[config.mk]
export PLATFORM = sky130hd
export DESIGN_NAME = amr_ctrl
export DESIGN_NICKNAME = d
export VERILOG_FILES = /design/src/rtl/amr_pkg.sv /design/src/rtl/amr_ctrl.sv
export SDC_FILE = /design/constraint.sdc
export NUM_CORES = 1
export LEC_CHECK = 0
export ABC_CLOCK_PERIOD_IN_PS = 11400
export BUFFER_PORTS_ARGS = -buffer_cell sky130_fd_sc_hd__buf_2
export CAP_MARGIN = 10
export CORE_MARGIN = 1
export CORE_UTILIZATION = 55
export DETAILED_ROUTE_END_ITERATION = 16
export GPL_TIMING_DRIVEN = 0
export HOLD_SLACK_MARGIN = 0.02
export PLACE_DENSITY_LB_ADDON = 0.12
export SLEW_MARGIN = 15
export SYNTH_ARGS = -nofsm -noshare
export SYNTH_HDL_FRONTEND = slang
export SYNTH_SLANG_ARGS = --single-unit
[constraint.sdc]
create_clock -name clk -period 11.4 [get_ports clk]
set_input_delay 0 -clock clk [delete_from_list [all_inputs] [get_ports clk]]
set_output_delay 0 -clock clk [all_outputs]
set_load 0.005 [all_outputs]
[src/rtl/amr_pkg.sv]
`default_nettype none

package amr_pkg;

  localparam int unsigned W_BITS = 9;
  localparam int signed   W_MAX  = 255;
  localparam int unsigned CNT_BITS = 16;
  localparam logic [CNT_BITS-1:0] CNT_MAX = '1;

  typedef enum logic [2:0] {
    OP_WRITE  = 3'd0,
    OP_TRAIN  = 3'd1,
    OP_UPDATE = 3'd2,
    OP_READ   = 3'd3,
    OP_CLEAR  = 3'd4
  } op_t;

  localparam logic [0:0] CFG_STEP_LIMIT   = 1'b0;
  localparam logic [0:0] CFG_STABLE_LIMIT = 1'b1;

  // neuron values are kept as 2'b00 (0), 2'b01 (+1), 2'b11 (-1)
  localparam logic [1:0] NV_ZERO = 2'b00;
  localparam logic [1:0] NV_POS  = 2'b01;
  localparam logic [1:0] NV_NEG  = 2'b11;

  typedef enum logic [3:0] {
    ST_INIT,
    ST_IDLE,
    ST_WCLR,
    ST_TROW,
    ST_TLOAD,
    ST_TCOL,
    ST_TDRAIN,
    ST_UCOL,
    ST_UOLD,
    ST_UFIN,
    ST_RDN,
    ST_EMIT
  } st_t;

  typedef struct packed {
    logic rd;       // read weight at addr, result handled in the next cycle
    logic clr;      // write zero at addr
    logic acc_clr;  // clear the weighted sum
    logic train;    // issued read is a Hebbian read-modify-write
    logic diag;     // issued read sits on the diagonal
  } wcmd_t;

  typedef struct packed {
    logic [1:0] value;
    logic       changed;
    logic       done;
  } res_t;

  function automatic logic [1:0] dec_val(input logic [1:0] raw);
    logic [1:0] v;
    case (raw)
      2'b00:   v = NV_ZERO;
      2'b01:   v = NV_POS;
      default: v = NV_NEG;
    endcase
    return v;
  endfunction

endpackage

`default_nettype wire

[src/rtl/amr_ctrl.sv]
`default_nettype none

module amr_ctrl #(
  parameter int NEURONS = 64,
  parameter int NW      = 6,
  parameter int WA      = 12,
  parameter int SW      = 16
) (
  input  wire logic                 clk,
  input  wire logic                 rst_n,
  input  wire logic                 acc_i,
  input  wire logic [2:0]           op_i,
  input  wire logic [5:0]           idx_i,
  input  wire logic [1:0]           val_i,
  input  wire logic [15:0]          step_limit,
  input  wire logic [15:0]          stable_limit,
  input  wire logic                 emit_ok,
  output logic                      idle,
  output logic                      res_valid,
  output amr_pkg::res_t             res,
  output amr_pkg::wcmd_t            cmd,
  output logic [WA-1:0]             waddr,
  output logic [1:0]                ni,
  output logic [1:0]                nj,
  input  wire logic signed [SW-1:0] sum
);

  amr_pkg::st_t st_r, st_nxt;

  logic [NW-1:0] i_r, i_nxt, j_r, j_nxt, idx_r, idx_nxt;
  logic [WA-1:0] waddr_r, waddr_nxt;
  logic [1:0]    ni_r, ni_nxt;
  logic [15:0]   step_r, step_nxt, stable_r, stable_nxt;
  amr_pkg::res_t res_r, res_nxt;

  logic [1:0]    nmem [NEURONS];
  logic [1:0]    nrd_r;
  logic          nwe;
  logic [NW-1:0] nwa, nra;
  logic [1:0]    nwd;

  logic [NW-1:0] in_idx;
  logic          idx_ok, last_j, last_i;
  logic [1:0]    nv;
  logic          chg;

  assign in_idx = NW'(idx_i);
  assign idx_ok = 32'(idx_i) < NEURONS;
  assign last_j = j_r == NW'(NEURONS - 1);
  assign last_i = i_r == NW'(NEURONS - 1);

  assign nv  = (sum == '0) ? amr_pkg::NV_ZERO :
               (sum[SW-1] ? amr_pkg::NV_NEG : amr_pkg::NV_POS);
  assign chg = nv != nrd_r;

  always_comb begin
    st_nxt = st_r;
    unique case (st_r)
      amr_pkg::ST_INIT: begin
        if (last_i && last_j) st_nxt = amr_pkg::ST_IDLE;
      end
      amr_pkg::ST_IDLE: begin
        if (acc_i) begin
          case (op_i)
            amr_pkg::OP_TRAIN:  st_nxt = amr_pkg::ST_TROW;
            amr_pkg::OP_UPDATE: st_nxt = idx_ok ? amr_pkg::ST_UCOL : amr_pkg::ST_EMIT;
            amr_pkg::OP_READ:   st_nxt = idx_ok ? amr_pkg::ST_RDN : amr_pkg::ST_EMIT;
            amr_pkg::OP_CLEAR:  st_nxt = amr_pkg::ST_WCLR;
            default:            st_nxt = amr_pkg::ST_EMIT;
          endcase
        end
      end
      amr_pkg::ST_WCLR: begin
        if (last_i && last_j) st_nxt = amr_pkg::ST_EMIT;
      end
      amr_pkg::ST_TROW:  st_nxt = amr_pkg::ST_TLOAD;
      amr_pkg::ST_TLOAD: st_nxt = amr_pkg::ST_TCOL;
      amr_pkg::ST_TCOL: begin
        if (last_j) st_nxt = last_i ? amr_pkg::ST_TDRAIN : amr_pkg::ST_TROW;
      end
      amr_pkg::ST_TDRAIN: st_nxt = amr_pkg::ST_EMIT;
      amr_pkg::ST_UCOL: begin
        if (last_j) st_nxt = amr_pkg::ST_UOLD;
      end
      amr_pkg::ST_UOLD: st_nxt = amr_pkg::ST_UFIN;
      amr_pkg::ST_UFIN: st_nxt = amr_pkg::ST_EMIT;
      amr_pkg::ST_RDN:  st_nxt = amr_pkg::ST_EMIT;
      amr_pkg::ST_EMIT: begin
        if (emit_ok) st_nxt = amr_pkg::ST_IDLE;
      end
      default: st_nxt = amr_pkg::ST_INIT;
    endcase
  end

  always_comb begin
    i_nxt      = i_r;
    j_nxt      = j_r;
    waddr_nxt  = waddr_r;
    idx_nxt    = idx_r;
    ni_nxt     = ni_r;
    step_nxt   = step_r;
    stable_nxt = stable_r;
    res_nxt    = res_r;
    nwe        = 1'b0;
    nwa        = j_r;
    nwd        = amr_pkg::NV_ZERO;
    nra        = j_r;
    cmd        = '0;

    unique case (st_r)
      amr_pkg::ST_INIT, amr_pkg::ST_WCLR, amr_pkg::ST_TLOAD,
      amr_pkg::ST_TCOL, amr_pkg::ST_UCOL: begin
        // one matrix entry per cycle, row-major
        j_nxt     = last_j ? '0 : j_r + 1'b1;
        i_nxt     = last_j ? i_r + 1'b1 : i_r;
        waddr_nxt = waddr_r + 1'b1;
      end
      default: ;
    endcase

    unique case (st_r)
      amr_pkg::ST_INIT: begin
        cmd.clr = 1'b1;
        nwe     = 1'b1;
      end
      amr_pkg::ST_IDLE: begin
        nra = in_idx;
        if (acc_i) begin
          idx_nxt   = in_idx;
          i_nxt     = '0;
          j_nxt     = '0;
          waddr_nxt = '0;
          res_nxt   = '0;
          case (op_i)
            amr_pkg::OP_WRITE: begin
              step_nxt   = '0;
              stable_nxt = '0;
              if (idx_ok) begin
                nwe           = 1'b1;
                nwa           = in_idx;
                nwd           = amr_pkg::dec_val(val_i);
                res_nxt.value = amr_pkg::dec_val(val_i);
              end
            end
            amr_pkg::OP_UPDATE: begin
              cmd.acc_clr = 1'b1;
              waddr_nxt   = WA'(in_idx * NEURONS);
            end
            default: ;
          endcase
        end
      end
      amr_pkg::ST_WCLR: cmd.clr = 1'b1;
      amr_pkg::ST_TROW: nra = i_r;
      amr_pkg::ST_TLOAD, amr_pkg::ST_TCOL: begin
        if (st_r == amr_pkg::ST_TLOAD) ni_nxt = nrd_r;
        cmd.rd    = 1'b1;
        cmd.train = 1'b1;
        cmd.diag  = i_r == j_r;
      end
      amr_pkg::ST_UCOL: cmd.rd = 1'b1;
      amr_pkg::ST_UOLD: nra = idx_r;
      amr_pkg::ST_UFIN: begin
        nwe        = 1'b1;
        nwa        = idx_r;
        nwd        = nv;
        step_nxt   = (step_r == amr_pkg::CNT_MAX) ? step_r : step_r + 1'b1;
        stable_nxt = chg ? '0 :
                     ((stable_r == amr_pkg::CNT_MAX) ? stable_r : stable_r + 1'b1);
        res_nxt.value   = nv;
        res_nxt.changed = chg;
        res_nxt.done    = (step_nxt >= step_limit) || (stable_nxt >= stable_limit);
      end
      amr_pkg::ST_RDN: begin
        res_nxt.value = nrd_r;
        res_nxt.done  = (step_r >= step_limit) || (stable_r >= stable_limit);
      end
      default: ;
    endcase
  end

  always_ff @(posedge clk) begin
    if (nwe) begin
      nmem[nwa] <= nwd;
    end
    nrd_r <= nmem[nra];
  end

  always_ff @(posedge clk) begin
    if (!rst_n) begin
      st_r     <= amr_pkg::ST_INIT;
      i_r      <= '0;
      j_r      <= '0;
      waddr_r  <= '0;
      step_r   <= '0;
      stable_r <= '0;
    end else begin
      st_r     <= st_nxt;
      i_r      <= i_nxt;
      j_r      <= j_nxt;
      waddr_r  <= waddr_nxt;
      step_r   <= step_nxt;
      stable_r <= stable_nxt;
    end
    idx_r <= idx_nxt;
    ni_r  <= ni_nxt;
    res_r <= res_nxt;
  end

  assign idle      = st_r == amr_pkg::ST_IDLE;
  assign res_valid = st_r == amr_pkg::ST_EMIT;
  assign res       = res_r;
  assign waddr     = waddr_r;
  assign ni        = ni_r;
  assign nj        = nrd_r;

`ifndef SYNTH
  a_write_clears: assert property (@(posedge clk) disable iff (!rst_n)
    (st_r == amr_pkg::ST_IDLE && acc_i && op_i == amr_pkg::OP_WRITE)
    |=> (step_r == '0 && stable_r == '0))
    else $error("write transaction did not clear step counters");

  a_stable_le_step: assert property (@(posedge clk) disable iff (!rst_n)
    stable_r <= step_r)
    else $error("stable count exceeds step count");

  a_update_emits: assert property (@(posedge clk) disable iff (!rst_n)
    st_r == amr_pkg::ST_UFIN |=> st_r == amr_pkg::ST_EMIT)
    else $error("update finish not followed by result");
`endif

endmodule

`default_nettype wire
==> flow_metrics.py <==
metrics = {
    "run_status": {
        "status": "finished, final reports clean",
    },
    "yosys": {
        "synth-seq-area-share": 0.4808,
        "syn_nets": 1206,
        "ys_types": 59,
        "syn_area_per_cell_um2": 10.55,
        "synth_ff_type": "edfxtp_1",
        "postSynthCellCount": 1074,
        "ys_warn_count": 0,
        "synth.most_common_cell": "nor2_1",
        "ys_async_sr_fraction": 0,
        "synthTopCellsByArea": "edfxtp_1 (37%), dfxtp_1 (11%), ha_1 (7.6%), mux2i_1 (5.3%), nor2_1 (4.8%)",
        "synth_edf_count": 140,
        "synth_top_area_frac": 0.3712,
        "synth_area_leader_cell": "edfxtp_1",
        "synthTopCellsByCount": "nor2_1 (144), edfxtp_1 (140), ha_1 (69)",
        "ys_ff_latch": 202,
        "syn_area_um2": 11330,
    },
    "layout": {
        "antenna_cells": 0,
        "area.growth.synth_to_final_pct": 14.94,
        "drive_gt1_frac": 0.1371,
        "fin_cells": 1488,
        "fin_nets": 1334,
        "final_area_um2": 13020,
    },
    "setup_path": {
        "cpLargestDelayFamily": "compound AO/OA/AOI/OAI gates",
        "cp_num_buf_inv": 1,
        "arrival_ns": 4.27,
        "cp-end-kind": "flop",
        "path_cells": "ha_1 -> nand2_1 -> nor3_1 -> and4_1 -> clkbuf_1 -> nor4b_1 -> xnor2_1 -> nor2_1 -> ha_1 -> a21o_1 -> a21o_1 -> a221oi_1 -> o21ai_0 -> a32oi_1 -> o211ai_1",
        "cpPeakStageDelay_ns": 0.47,
        "crit_start": "stable_r[1]",
        "start_kind": "flop",
        "crit_required_ns": 11.65,
        "r2r_slack_ns": 7.38,
        "crit_fanout": 10,
        "crit-reg2reg-launch": "stable_r[1]",
        "crit_slowest_cell": "nor3_1",
        "worstSetupPathType": "reg2reg",
    },
    "routing": {
        "drc": 0,
        "drt-pass1-iter-count": 5,
        "drt_wl_total_mm": 26.53,
        "via_per_inst": 5.799,
        "ant_nets": 0,
        "routedWlPerCell_um": 17.83,
        "vias": 8629,
        "drt_iter0_markers": 534,
    },
    "cts": {
        "cts.clk_slew.worst_paths_ns": 0.06,
        "postCtsSetupBuffers": 0,
        "cts_buffers": 22,
        "cts_resized": 0,
        "cts_max_level": 1,
        "ctsHoldBuffers": 13,
        "clockRootBuffer": "clkbuf_16",
        "cts_buffer_depth": 3,
        "clock_latency_ns": 0.51,
        "clock-sinks": 202,
        "tritoncts": "built",
    },
    "global_route": {
        "grt_overflow": 0,
        "antenna_found_initial": 0,
        "grt_pass1_wl_mm": 42.43,
        "grt_pass1_vias": 8379,
        "grt_max_degree": 37,
        "grt_use_total": 0.2511,
    },
    "timing": {
        "whs_ns": 0.07960,
        "finalCritPeriodShare": 0.3526,
        "skew_ns": 0.01677,
        "hold_viol": 0,
        "min_period_ns": 4.020,
        "rsz0062_at_grt": "false",
        "setup_tns_ns": 0,
        "fmax_mhz": 248.8,
        "slew_headroom": 0.2237,
        "worst_slew_pin_slew_ns": 1.164,
        "slew_viol_final": 0,
        "setup_viol": 0,
    },
    "power": {
        "netSwitchingFraction": 0.2258,
        "combPwrFrac": 0.075,
        "clockPowerShare": 0.425,
        "power.density_nw_per_um2": 121.2,
        "pwr-share-seq": 0.499,
        "power_leakage_nw": 5.272,
        "irDropWorstVdd_mv": 0.1294,
        "p_switching_mw": 0.3563,
        "p_int_mw": 1.222,
    },
    "floorplan": {
        "initial_core_util": 0.5597,
        "die_area_um2": 21170,
        "chipWidth_um": 145.5,
        "fp-row-count": 52,
        "ioPinCount": 90,
        "die_h_um": 145.5,
        "core_um2": 20230,
    },
    "placement": {
        "place_area_um2": 12190,
        "io_buffers": 88,
        "hpwl_mm": 19.23,
        "place_congestion": 0.8817,
        "dp.cells": 1435,
    },
    "worst_hold_path": {
        "hp-class": "in2reg",
        "holdCritStartpoint": "val_i[1]",
    },
    "run": {
        "maxCapViolations": 0,
    },
}
## worst paths after layout
path | to | depth (start not counted)
worst min-delay path | res[3] | 3
worst max register to register | res[0] | 15
worst min register to register | waddr[3] | 2
worst max-delay path | res[0] | 15
## power by group through the flow
stage	logic [mW]	registers (mW)	clock network, mW
3_3_place_gp	0.112	0.803	0
5_1_grt	0.131	0.788	0.705
4_1_cts	0.119	0.788	0.678
6_report	0.119	0.788	0.671
2_1_floorplan	0.0742	0.802	0
3_5_place_dp	0.115	0.804	0
## worst reg2reg max path, stage by stage, from the launching register on
cell      delay, ns
dfxtp_1        0.45
ha_1           0.24
nand2_1        0.10
nor3_1         0.47
and4_1         0.27
clkbuf_1       0.37
nor4b_1        0.13
xnor2_1        0.23
nor2_1         0.09
ha_1           0.31
a21o_1         0.18
a21o_1         0.17
a221oi_1       0.26
o21ai_0        0.20
a32oi_1        0.20
o211ai_1       0.10
## metrics by stage
| step | utilization | setup WS, ns | power [mW] |
|---|---|---|---|
| after floorplan | - | 6.929 | 0.8757 |
| after global placement | 0.5982 | 3.936 | 0.9156 |
| after detailed placement | 0.6026 | 7.299 | 0.9186 |
| after CTS | 0.6430 | 7.329 | 1.586 |
| after global routing | 0.6433 | 6.973 | 1.624 |
| final | 0.6433 | 7.380 | 1.578 |
## layer usage
layer / GRT usage / part of all wire / vias up
li1: - / - / 4222
met1: 0.3279 / 0.44 / 4090
met2: 0.4322 / 0.48 / 259
met3: 0.02947 / 0.046 / 58
met4: 0.09000 / 0.031 / 0
met5: 0 / 0 / -
## final cells by class
cell class	count	area (um^2)
tap	270	337.8
multi-input combinational	775	5478
fill	1624	7217
clock buffer	29	628.1
timing repair buffer	104	638.1
sequential	202	5445
inverter	47	176.4
clock inverter	11	58.81
buffer	50	255.2
## state kept, by name, summed over array words and instances (netlist names)
register and count:
nmem 128, stable_r 16, step_r 16, waddr 12
i_r 6, idx_r 6, j_r 6, res 4
st_r 4, ni 2, nj 2
## kinds of logic after synthesis
logic type      Yosys count  share of synthesized area
flops                   202                     0.4808
xor+xnor                 45                    0.03480
buf+inv                  97                    0.03811
mux                      79                    0.08816
fa+ha+maj                69                    0.07623
compound gates          186                     0.1096
simple gates            396                     0.1723
## cell usage in the layout, fill, tap and decap left out, types with 21 or more instances in the layout
| cell type | n |
|---|---|
| dfxtp_1 | 62 |
| nor3_1 | 22 |
| nand3_1 | 27 |
| a21oi_1 | 45 |
| ha_1 | 69 |
| mux2i_1 | 60 |
| buf_2 | 93 |
| o21ai_0 | 28 |
| clkbuf_16 | 23 |
| nand4_1 | 22 |
| nor2b_1 | 38 |
| a22oi_1 | 39 |
| nor2_1 | 144 |
| nand2_1 | 63 |
| xnor2_1 | 21 |
| a21o_1 | 22 |
| edfxtp_1 | 140 |
| xor2_1 | 24 |
| clkbuf_1 | 35 |
| inv_1 | 47 |
Power figures use the tool's default switching activity.
